--- config.mk ---
export PLATFORM = sky130hd
export DESIGN_NAME = mce_queue
export DESIGN_NICKNAME = d
export VERILOG_FILES = /design/src/sv/mce_pkg.sv /design/src/sv/mce_queue.sv
export SDC_FILE = /design/constraint.sdc
export NUM_CORES = 1
export LEC_CHECK = 0
export ABC_AREA = 1
export CORE_MARGIN = 2
export CORE_UTILIZATION = 30
export CTS_BUF_LIST = sky130_fd_sc_hd__clkbuf_16
export CTS_CLUSTER_DIAMETER = 50
export DETAILED_ROUTE_END_ITERATION = 12
export DONT_BUFFER_PORTS = 1
export HOLD_SLACK_MARGIN = 0.12
export MAX_ROUTING_LAYER = met4
export SETUP_SLACK_MARGIN = 0.05
export SLEW_MARGIN = 0
export SYNTH_ARGS = -nofsm -noshare
export SYNTH_HDL_FRONTEND = slang
export SYNTH_SLANG_ARGS = --single-unit
--- constraint.sdc ---
create_clock -name clk -period 2 [get_ports clk]
set_input_delay 0.2 -clock clk [delete_from_list [all_inputs] [get_ports clk]]
set_output_delay 0.2 -clock clk [all_outputs]
set_load 0.03 [all_outputs]
--- src/sv/mce_pkg.sv ---
// Shared types and constants for the Monte Carlo option pricer.
// Used by every module of the block; has no dependencies.
package mce_pkg;

  localparam int FRAC_BITS = 16;
  localparam int EXP_FRAC  = 40;
  localparam int TAYLOR_N  = 24;
  localparam int DVD_W     = 60;
  localparam int DSR_W     = 16;
  localparam int X_W       = 26;

  // ln2 in Q.40, rounded to nearest
  localparam logic [47:0] LN2_Q40 = 48'h00B1_7217_F7D2;
  localparam logic signed [X_W-1:0] X_OVER  = X_W'(23 <<< FRAC_BITS);
  localparam logic signed [X_W-1:0] X_UNDER = -X_W'((FRAC_BITS + 2) <<< FRAC_BITS);

  localparam logic [2:0] CFG_LOG_DRIFT  = 3'd0;
  localparam logic [2:0] CFG_VOL_ROOT_T = 3'd1;
  localparam logic [2:0] CFG_STRIKE     = 3'd2;
  localparam logic [2:0] CFG_DISCOUNT   = 3'd3;
  localparam logic [2:0] CFG_IS_PUT     = 3'd4;
  localparam logic [2:0] CFG_SIMS       = 3'd5;
  localparam logic [2:0] CFG_REPS       = 3'd6;

  typedef enum logic [1:0] {
    CLS_NORMAL = 2'd0,
    CLS_OVER   = 2'd1,
    CLS_UNDER  = 2'd2
  } cls_t;

  typedef struct packed {
    logic signed [21:0] log_drift;
    logic [19:0]        vol_root_t;
    logic [31:0]        strike;
    logic [16:0]        discount;
    logic               is_put;
    logic [15:0]        sims_per_rep;
    logic [7:0]         reps;
  } cfg_t;

  typedef struct packed {
    cls_t                   cls;
    logic signed [X_W-1:0]  x;
  } qent_t;

  typedef struct packed {
    logic               start;
    logic [DVD_W-1:0]   dividend;
    logic [DSR_W-1:0]   divisor;
  } div_req_t;

  typedef struct packed {
    logic               done;
    logic [DVD_W-1:0]   quotient;
  } div_rsp_t;

endpackage

--- src/sv/mce_queue.sv ---
// Two-entry queue between the front end and the pricing engine.
// Depends on mce_pkg.
module mce_queue (
  input  logic            clk,
  input  logic            rst_n,
  input  logic            push_valid,
  output logic            push_ready,
  input  mce_pkg::qent_t  push_data,
  output logic            pop_valid,
  input  logic            pop_ready,
  output mce_pkg::qent_t  pop_data
);

  mce_pkg::qent_t ent_r [2];
  logic           wr_ptr_r;
  logic           rd_ptr_r;
  logic [1:0]     cnt_r;
  logic           do_push;
  logic           do_pop;

  assign push_ready = (cnt_r != 2'd2);
  assign pop_valid  = (cnt_r != 2'd0);
  assign pop_data   = ent_r[rd_ptr_r];
  assign do_push    = push_valid && push_ready;
  assign do_pop     = pop_valid && pop_ready;

  always_ff @(posedge clk) begin
    if (!rst_n) begin
      wr_ptr_r <= 1'b0;
      rd_ptr_r <= 1'b0;
      cnt_r    <= 2'd0;
    end else begin
      if (do_push) begin
        wr_ptr_r <= ~wr_ptr_r;
      end
      if (do_pop) begin
        rd_ptr_r <= ~rd_ptr_r;
      end
      if (do_push && !do_pop) begin
        cnt_r <= cnt_r + 2'd1;
      end else if (do_pop && !do_push) begin
        cnt_r <= cnt_r - 2'd1;
      end
    end
  end

  always_ff @(posedge clk) begin
    if (do_push) begin
      ent_r[wr_ptr_r] <= push_data;
    end
  end

endmodule

-- Yosys cells after proc, flatten, opt, wreduce, memory -nomap -nowiden
Memories as Yosys holds them, arrays and structs flattened. A register that Yosys moved wholly into a read port is not among the register bits.
Cells that the tools add are included.
- add/sub/neg operators: 2
- equal/unequal tests: 1
- muxes and demuxes: 6
- bitwise gates (word level): 2
- reductions and logical operators: 8
- operators with widths (kind ; number):
    $logic_and A1 B1 Y1 ; 4
    $mux W1 ; 4
    $mux W2 ; 2
    $reduce_bool A2 Y1 ; 2
    $add A2 B1 Y2 const B ; 1
    $logic_not A1 Y1 ; 2
    $ne A2 B2 Y1 const B ; 1
    $not A1 Y1 ; 2
    $sub A2 B1 Y2 const B ; 1
- register bits: 4
- memory bits (writable): 56
- input bits: 32
- word-level logic and storage cells: 23
- memories kept: 1
- memory list (name ; words ; width ; read ports ; clocked after memory_dff ; write ports ; line ; text):
    ent_r ; 2 ; 28 ; 1 ; 1 ; 1 ; mce_queue.sv:14 ; mce_pkg::qent_t ent_r [2];

-- Depth between registers and ports, before layout
Gate-level depths: netlist of run 1.
- depth in word-level cells: 6
- gate-level depth with buffers: 11
- gate-level depth less buffers: 11

-- Least setup slack after synthesis of run 1
Ideal clock, no wire load.
- path type: register -> register
- from: reg cnt_r[0]
- to: mem ent_r[0][0] (netlist name) (enable)
- arrival time: 2004 ps
- slack: -417 ps
- stages on the path, launching flop included: 5
- path buffers: 0
- path through: dfxtp_1 -> inv_1 -> nand2_1 -> nand2_1 -> nor2_1
- longest elaborated chain between the ends: 4
- ends and longest elaborated chain (what ; line ; text):
    start, declared ; mce_queue.sv:17 ; logic [1:0] cnt_r;
    start signal, assigned ; mce_queue.sv:40 ; cnt_r <= cnt_r + 2'd1;
    start signal, assigned ; mce_queue.sv:42 ; cnt_r <= cnt_r - 2'd1;
    $ne A2 B2 Y1 ; mce_queue.sv:21 ; assign push_ready = (cnt_r != 2'd2);
    via push_ready ; mce_queue.sv:7 ; output logic push_ready,
    $logic_and A1 B1 Y1 ; mce_queue.sv:24 ; assign do_push = push_valid && push_ready;
    $mux W1 ; mce_queue.sv:48 ; if (do_push) begin
    $mux W1 (implied by the code) ; mce_queue.sv:49 ; ent_r[wr_ptr_r] <= push_data;
    end, declared ; mce_queue.sv:14 ;
The timed path passes the listed nets, and every way through them passes these cells.

==> impl_metrics.csv, run 1 <==
group,metric,value,unit
status,status,"complete, no violations",
floorplanning,fp.dieArea,8600,um^2
floorplanning,coreArea,7690,um^2
logic_synthesis,netlist_instances,124,
timing,finalSetupViolations,0,
critical_path,crit_type,"flop to primary output",
timing,whs,0.238,ns
clocking,clk_latency,0.31,ns
power_and_ir_drop,p_clk_frac,0.333,
critical_path,crit_path_end_kind,"primary output",
layout,area_growth,30.7,%
timing,rsz0062_at_grt,"no",
placement,gp_congestion,0.683,
detailed_routing,drc,0,
timing,fmax,0.606,GHz
clocking,clock_sinks,61,
logic_synthesis,synth-xor-area-share,0,
clocking,ctsLongestPathBuffers,2,
timing,setup_slack,0.349,ns
run,maxCapViolCount,0,
hold_path,min_path_type,"input pin to flop",
layout,final_nets,198,
global_route,grt_max_degree,29,
floorplanning,rows,32,
clocking,cts_tree,"done",
timing,hold_viol,0,
logic_synthesis,syn_area,2360,um^2
logic_synthesis,yosysSeqAreaShare,0.754,
placement,hpwlAfterDp,2.71,mm
detailed_routing,num_vias,1174,
layout,antennaDiodeCount,0,
global_route,track_usage,0.106,
layout,multi_input_area,505,um^2
logic_synthesis,synth-simple-area-share,0.0318,
logic_synthesis,ys_ff_latch,61,
layout,stdcell_count,272,
layout,drive_gt1_frac,0.282,
clocking,htreeDepth,3,
logic_synthesis,ys_types,15,
power_and_ir_drop,vdd_drop_max,0.612,mV
timing,maxSlewHeadroom,0.808,
critical_path,cp_max_fo,21,
critical_path,start_kind,"flop",
floorplanning,fp.dieW,92.8,um
global_route,grt_pass1_wl,6.51,mm
detailed_routing,avgRoutedWirePerCell,14.8,um
placement,dpl_worst_slack,0.422,ns
critical_path,arrival,1.45,ns
power_and_ir_drop,p_per_area,1380,nW/um^2
timing,period_minus_slack,1.65,ns
detailed_routing,antenna_left,0,
power_and_ir_drop,combPwrFrac,0.269,
placement,port_buffers,0,
power_and_ir_drop,power.switching,1.29,mW
power_and_ir_drop,p_total,4.26,mW
global_route,first_global_vias,1303,
logic_synthesis,synth_fa_ha_area_frac,0.00529,
logic_synthesis,synth_compound_area_frac,0.00953,
detailed_routing,wl,4.03,mm
logic_synthesis,synth_top_area_cell,"edfxtp_1",
detailed_routing,avgViaCountPerCell,4.32,
layout,fillCellCount,716,
detailed_routing,drt_first_pass_iters,4,
clocking,cts_setup_buffers,0,
clocking,clk_transition_reported_paths,0.05,ns
timing,fin_tns_setup,0,ns
global_route,antenna_found_initial,0,
logic_synthesis,syn_nets,157,
global_route,grt_overflow,0,
logic_synthesis,synth_top_family_by_area,"multiplexers",
floorplanning,die_y,92.8,um
critical_path,required,1.80,ns
placement,dp.cells,227,
timing,worst_pin_slew,0.287,ns
logic_synthesis,synth.top_cells.by_area,"edfxtp_1 (71%), mux2_4 (13%), dfxtp_1 (4.2%)",
layout,final_cell_mix,"edfxtp_1 (56), dlygate4sd3_1 (29), mux2_4 (20)",
clocking,cts_resized,0,
logic_synthesis,yosys_warnings,0,
layout,layout_commonest_cell,"edfxtp_1",
power_and_ir_drop,switching_share,0.303,
logic_synthesis,synth_top_area_frac,0.711,
power_and_ir_drop,seqPwrFrac,0.398,
power_and_ir_drop,p_int,2.97,mW
floorplanning,start_util,0.307,
layout,register_area,1780,um^2
logic_synthesis,synth.avg_cell_area,19.1,um^2
timing,fin_skew,0.00448,ns
timing,timing.final.crit_share,0.825,
detailed_routing,drt_iter0_drc,23,
power_and_ir_drop,p_leak,1.12,nW
logic_synthesis,synthMuxAreaShare,0.165,
floorplanning,ios,62,
timing,finalMaxSlewViolations,0,
clocking,cts_inserted_buffers,9,
clocking,cts_root_buf,"clkbuf_16",
==> per-layer routing <==
layer | global-route usage | up-vias | part of all wire
met5 | - | - | 0
met3 | 0.0358 | 10 | 0.050
li1 | - | 546 | -
met4 | 0.0551 | 0 | 0.019
met2 | 0.191 | 45 | 0.57
met1 | 0.101 | 573 | 0.36
==> worst max-delay path, cell delays in order (launching register included) <==
cell,delay [ns]
dfxtp_2,0.45
buf_12,0.23
mux2_2,0.45
==> synth_stat cells <==
library cell	number
nor2_1	8
mux2_2	8
nand3_1	1
edfxtp_1	56
buf_6	1
inv_1	8
o21a_1	1
dfxtp_1	5
o21ai_0	2
ha_1	1
a21oi_1	1
buf_12	2
mux2_4	20
nand4_1	1
nand2_1	9
==> registers in the layout (all words and copies together), names as in the netlist, named ones only <==
| register | count |
|---|---|
| cnt_r | 2 |
| ent_r | 56 |
| rd_ptr_r | 1 |
| wr_ptr_r | 1 |
==> logic make-up after synthesis <==
group           after synthesis
flops                        61
buf+inv                      11
compound gates                4
simple gates                 19
fa+ha+maj                     1
mux                          28
==> layout make-up <==
| type | count | share of cell area |
|---|---|---|
| sequential | 61 | 0.577 |
| multi-input combinational | 52 | 0.164 |
| timing repair buffer | 33 | 0.116 |
| clock buffer | 9 | 0.0729 |
| tap | 102 | 0.0413 |
| clock inverter | 7 | 0.0190 |
| inverter | 8 | 0.00972 |
==> metrics by stage <==
step | cell area, um^2 | utilization
finish | 3090 | 0.402
global route | 3090 | 0.402
CTS | 3090 | 0.402
detailed placement | 2510 | 0.327
global placement | 2510 | 0.327
floorplan | 2370 | -
==> final timing paths <==
path	slack, ns	depth (start not counted)	start	to
worst max-delay path	0.35	2	flop	pop_data[23]
worst min-delay path	0.24	3	pop_ready	rd_ptr_r
worst max register to register	0.42	10	cnt_r[0]	cnt_r[1]
worst min register to register	0.51	2	rd_ptr_r	rd_ptr_r
==> power groups by stage <==
stage	logic, mW	clock network [mW]	registers (mW)
3_3_place_gp	1.07	0	1.71
2_1_floorplan	0.979	0	1.69
3_5_place_dp	1.11	0	1.72
6_report	1.14	1.42	1.70
5_1_grt	1.22	1.52	1.72
4_1_cts	1.16	1.46	1.70
==> timing repair <==
item / in CTS / in global routing
hold endpoints to repair: 61 / 0
endpoints found under the setup margin: 0 / 0
hold buffers: 29 / 0
(Power assumes the default switching activity.)
==> inputs of run 2 (changes only) <==
- clock period: 2 -> 1.33 ns (I/O delays scaled with it)
==> run 2 against run 1 <==
Net effect:
- the flow now finishes with violations (negative setup slack)
- final cell count rose by 2.6%
- routed wire length rose by 8.8%
- sequential power rose by 52%
- combinational power rose by 88%
- clock power rose by 73%
- core utilization rose by 2.9 points
- critical path depth did not move
- largest cell class unchanged
- via count rose by 2.8%
- highest routed layer unchanged
- critical endpoint is now pop_data[21]
==> impl_metrics.csv, run 2 (synthesized netlist as in run 1, its figures left out) <==
group,metric,value,unit
floorplanning,die_y,92.8,um
clocking,ctsLongestPathBuffers,2,
power_and_ir_drop,switching_share,0.311,
power_and_ir_drop,vdd_drop_max,0.736,mV
status,status,"complete, but fails checks",
clocking,clk_latency,0.32,ns
timing,period_minus_slack,1.40,ns
power_and_ir_drop,power.switching,2.23,mW
power_and_ir_drop,seqPwrFrac,0.361,
placement,hpwlAfterDp,2.74,mm
placement,port_buffers,0,
critical_path,reg2reg_slack,-0.01,ns
hold_path,min_to,"cnt_r[0]",
placement,dpl_worst_slack,-0.0932,ns
critical_path,crit_path_end_kind,"primary output",
critical_path,r2r-end,"cnt_r[1]",
floorplanning,rows,32,
timing,fmax,0.715,GHz
floorplanning,start_util,0.307,
hold_path,min_from,"pop_ready",
run,maxCapViolCount,0,
power_and_ir_drop,combPwrFrac,0.298,
detailed_routing,drc,0,
detailed_routing,drt_iter0_drc,42,
layout,multi_input_area,599,um^2
layout,design_area,3310,um^2
layout,final_cell_mix,"edfxtp_1 (56), dlygate4sd3_1 (30), mux2_4 (28)",
power_and_ir_drop,p_total,7.18,mW
critical_path,crit_type,"flop to primary output",
hold_path,worstHoldPathCells,4,
timing,hold_viol,0,
layout,largest_reg_flops,56,
power_and_ir_drop,p_leak,1.21,nW
global_route,grt_max_degree,25,
layout,fillCellCount,693,
clocking,cts_tree,"done",
global_route,first_global_vias,1370,
global_route,track_usage,0.113,
global_route,grt_pass1_wl,6.90,mm
timing,finalSetupViolations,29,
layout,reg_top3,"ent_r: 56 flops, cnt_r: 2 flops",
timing,rsz0062_at_grt,"yes",
detailed_routing,avgViaCountPerCell,4.33,
clocking,clock_sinks,61,
detailed_routing,avgRoutedWirePerCell,15.7,um
critical_path,required,1.20,ns
placement,post_dp_cell_area,2570,um^2
placement,dp.cells,230,
timing,maxSlewHeadroom,0.803,
detailed_routing,wl,4.39,mm
layout,register_area,1790,um^2
critical_path,r2r-start,"cnt_r[1]",
critical_path,arrival,1.26,ns
floorplanning,fp.dieW,92.8,um
power_and_ir_drop,p_int,4.95,mW
clocking,cts_root_buf,"clkbuf_16",
timing,whs,0.268,ns
clocking,htreeDepth,3,
global_route,antenna_found_initial,0,
timing,finalMaxSlewViolations,0,
detailed_routing,drt_first_pass_iters,4,
power_and_ir_drop,p_per_area,2170,nW/um^2
critical_path,start_kind,"flop",
timing,timing.final.crit_share,1.05,
layout,layout_commonest_cell,"edfxtp_1",
floorplanning,coreArea,7690,um^2
critical_path,cp_max_fo,12,
floorplanning,fp.dieArea,8600,um^2
layout,area_growth,40.2,%
timing,worst_pin_slew,0.294,ns
layout,largest-register,"ent_r",
power_and_ir_drop,p_clk_frac,0.341,
layout,drive_gt1_frac,0.401,
layout,antennaDiodeCount,0,
critical_path,worst-r2r-cell-count,8,
floorplanning,ios,62,
clocking,cts_inserted_buffers,9,
clocking,clk_transition_reported_paths,0.05,ns
detailed_routing,antenna_left,0,
status,violations,"negative setup slack",
layout,final_nets,205,
timing,setup_slack,-0.0679,ns
placement,gp_congestion,0.745,
detailed_routing,num_vias,1207,
timing,fin_skew,0.00421,ns
global_route,grt_overflow,0,
layout,stdcell_count,279,
hold_path,min_path_type,"input pin to flop",
-- run 2: changes by cell type in the layout (fill, tap and decap cells not counted), sizes merged --
cell	change
bufinv	+1
buf	+6
inv	-1
dlygate4sd3	+1
-- run 2: metal layers --
| metal | track usage | wire length (um) | up-vias |
|---|---|---|---|
| met4 | 0.0564 | 140 | 0 |
| met1 | 0.113 | 1650 | 571 |
| li1 | - | - | 564 |
| met5 | - | 0 | - |
| met2 | 0.193 | 2330 | 55 |
| met3 | 0.0439 | 267 | 17 |
-- run 2: critical path: stages, from the launching register on --
cell,delay [ns]
dfxtp_4,0.40
buf_12,0.17
mux2_4,0.37
-- run 2: how the worst max path moves through the flow --
stage / from / endpoint / slack, ns / cells past startpoint
2_1_floorplan: cnt_r[0] / ent_r[1][0] / -0.11 / 4
3_3_place_gp: cnt_r[0] / cnt_r[1] / 0.1 / 10
3_5_place_dp: cnt_r[1] / cnt_r[1] / -0.09 / 8
4_1_cts: flop / pop_data[21] / -0.1 / 2
5_1_grt: flop / pop_data[21] / -0.11 / 2
6_report: flop / pop_data[21] / -0.07 / 2
-- run 2: cell type report --
| cell class | instances | area share |
|---|---|---|
| well taps | 102 | 0.0385 |
| inverters | 8 | 0.0113 |
| clock inverters | 7 | 0.0298 |
| multi-input cells | 52 | 0.181 |
| repair buffers | 40 | 0.131 |
| clock buffers | 9 | 0.0680 |
| flip-flops and latches | 61 | 0.541 |
-- run 2: stage by stage --
stage                     TNS, ns  utilization
final                       -1.47        0.431
after global routing        -2.75        0.431
after CTS                   -2.22        0.430
after detailed placement   -0.130        0.335
after global placement          0        0.335
after floorplan             -5.76            -
-- run 2: power by group through the flow --
stage	registers [mW]	clock network, mW	logic (mW)
after floorplan	2.55	0	1.53
after global placement	2.56	0	1.71
after detailed placement	2.59	0	1.80
after CTS	2.59	2.53	2.11
after global routing	2.62	2.62	2.24
final	2.59	2.45	2.14
-- run 2: repair_timing --
| action | 4_1_cts | 5_1_grt |
|---|---|---|
| gates resized for setup | 23 | 4 |
| hold buffers | 30 | 0 |
| endpoints found under the hold margin | 61 | 0 |
| buffers inserted | 2 | 0 |
| setup endpoints to repair | 30 | 30 |
| gates cloned | 1 | 0 |
| pin swaps | 8 | 4 |
==> inputs of run 3 (changes only) <==
- CAP_MARGIN: not set -> 0
- clock period: 1.33 -> 1.5 ns (I/O delays scaled with it)
==> run 3 against run 2 <==
Net effect:
- the flow now finishes without violations
- non-clock buffer count down 3
- combinational power decreased by 19%
- clock power fell by 17%
- die area unchanged
- worst hold slack worse by 0.13 ns
- final cell count is 1.1% lower
==> impl_metrics.csv, run 3 (synthesized netlist as in run 1, its figures left out) <==
group,metric,value,unit
clocking,cts_inserted_buffers,9,
timing,hold_viol,0,
detailed_routing,wl,4.37,mm
floorplanning,fp.dieW,92.8,um
critical_path,cp_slowest_stage_delay,0.39,ns
power_and_ir_drop,power.switching,1.91,mW
floorplanning,coreArea,7690,um^2
clocking,cts_root_buf,"clkbuf_16",
clocking,htreeDepth,3,
placement,port_buffers,0,
global_route,grt_pass1_wl,6.36,mm
critical_path,start_kind,"flop",
critical_path,cp_max_fo,13,
layout,stdcell_count,276,
clocking,clock_sinks,61,
timing,finalMaxSlewViolations,0,
critical_path,path_cells,"buf_12, mux2_4",
timing,maxSlewHeadroom,0.805,
detailed_routing,avgRoutedWirePerCell,15.8,um
layout,area_growth,36.8,%
status,status,"complete, no violations",
global_route,first_global_vias,1297,
global_route,grt_overflow,0,
floorplanning,ios,62,
timing,worst_pin_slew,0.292,ns
power_and_ir_drop,vdd_drop_max,0.864,mV
clocking,ctsLongestPathBuffers,2,
layout,multi_input_area,573,um^2
placement,gp_congestion,0.631,
power_and_ir_drop,p_int,4.14,mW
detailed_routing,avgViaCountPerCell,4.33,
power_and_ir_drop,switching_share,0.315,
detailed_routing,drt_first_pass_iters,4,
timing,timing.final.crit_share,0.945,
layout,final_nets,202,
layout,layout_commonest_cell,"edfxtp_1",
detailed_routing,drc,0,
global_route,grt_max_degree,26,
layout,antennaDiodeCount,0,
timing,period_minus_slack,1.42,ns
detailed_routing,num_vias,1194,
power_and_ir_drop,p_total,6.05,mW
global_route,antenna_found_initial,0,
run,maxCapViolCount,0,
critical_path,crit_path_end_kind,"primary output",
layout,largest_reg_flops,56,
critical_path,crit_type,"flop to primary output",
clocking,clk_latency,0.32,ns
timing,fin_skew,0.00558,ns
power_and_ir_drop,p_leak,1.19,nW
critical_path,worst-r2r-cell-count,10,
layout,register_area,1790,um^2
layout,final_cell_mix,"edfxtp_1 (56), dlygate4sd3_1 (29), mux2_4 (28)",
detailed_routing,antenna_left,0,
layout,largest-register,"ent_r",
placement,hpwlAfterDp,2.75,mm
timing,fmax,0.705,GHz
floorplanning,die_y,92.8,um
floorplanning,fp.dieArea,8600,um^2
layout,fillCellCount,703,
layout,reg_top3,"ent_r: 56 flops, cnt_r: 2 flops",
power_and_ir_drop,combPwrFrac,0.286,
critical_path,crit_slowest_cell,"dfxtp_4",
hold_path,min_path_type,"input pin to flop",
critical_path,arrival,1.27,ns
timing,finalSetupViolations,0,
critical_path,required,1.35,ns
placement,dp.cells,230,
power_and_ir_drop,p_clk_frac,0.337,
hold_path,worstHoldPathCells,3,
layout,drive_gt1_frac,0.356,
clocking,cts_tree,"done",
timing,rsz0062_at_grt,"yes",
global_route,track_usage,0.106,
floorplanning,start_util,0.307,
critical_path,reg2reg_slack,0.14,ns
detailed_routing,drt_iter0_drc,13,
power_and_ir_drop,p_per_area,1870,nW/um^2
clocking,clk_transition_reported_paths,0.05,ns
power_and_ir_drop,seqPwrFrac,0.377,
floorplanning,rows,32,
run 3: changes by cell type in the layout (fill, tap and decap cells not counted), sizes merged:
cell / previous run / this run
buf: 10 / 7
bufinv: 2 / 1
clkbuf: 9 / 10
clkinv: 3 / 2
dlygate4sd3: 30 / 29
inv: 9 / 11
run 3: worst max-delay path, delay by kind of cell, from the launching register on:
kind                   cells  cell delay (ns)
muxes                      1             0.37
buffers and inverters      1             0.18
DFF                        1             0.39
run 3: timing repair:
action / CTS / global route
endpoints found under the setup margin: 9 / 25
gates cloned: 0 / 1
setup buffers: 0 / 0
hold buffers: 29 / 0
gates resized for setup: 3 / 10
hold endpoints to repair: 61 / 0
run 3: stage by stage:
| stage | util | hold slack (ns) | area, um^2 | setup WS, ns | setup TNS [ns] |
|---|---|---|---|---|---|
| floorplan | - | 0.249 | 2390 | 0.0556 | 0 |
| global placement | 0.333 | 0.249 | 2560 | 0.216 | 0 |
| detailed placement | 0.333 | 0.249 | 2560 | 0.0238 | 0 |
| CTS | 0.413 | 0.125 | 3180 | -0.0130 | -0.0690 |
| global route | 0.421 | 0.157 | 3230 | 0.0454 | 0 |
| finish | 0.421 | 0.139 | 3230 | 0.0821 | 0 |
run 3: final timing paths:
check,startpoint,end
setup / recovery,flop,pop_data[21]
hold / removal,push_valid,wr_ptr_r
setup reg to reg,cnt_r[0],cnt_r[1]
hold reg to reg,rd_ptr_r,rd_ptr_r
run 3: layer usage:
metal	vias to the layer above	wire (um)	track usage
li1	551	-	-
met1	587	1680	0.0993
met2	47	2450	0.190
met3	9	187	0.0260
met4	0	53	0.0699
met5	-	0	-
run 3: area by class of cell:
class | count | area share
repair buffers | 37 | 0.125
multi-input cells | 52 | 0.177
well taps | 102 | 0.0395
inverters | 8 | 0.0101
clock buffers | 9 | 0.0697
flip-flops and latches | 61 | 0.553
clock inverters | 7 | 0.0252
run 3: power by group through the flow:
stage                     clock (mW)  combinational, mW  sequential, mW
after floorplan                    0               1.34            2.26
after global placement             0               1.50            2.27
after detailed placement           0               1.56            2.29
after CTS                       2.11               1.66            2.26
after global routing            2.18               1.83            2.30
final                           2.04               1.73            2.28
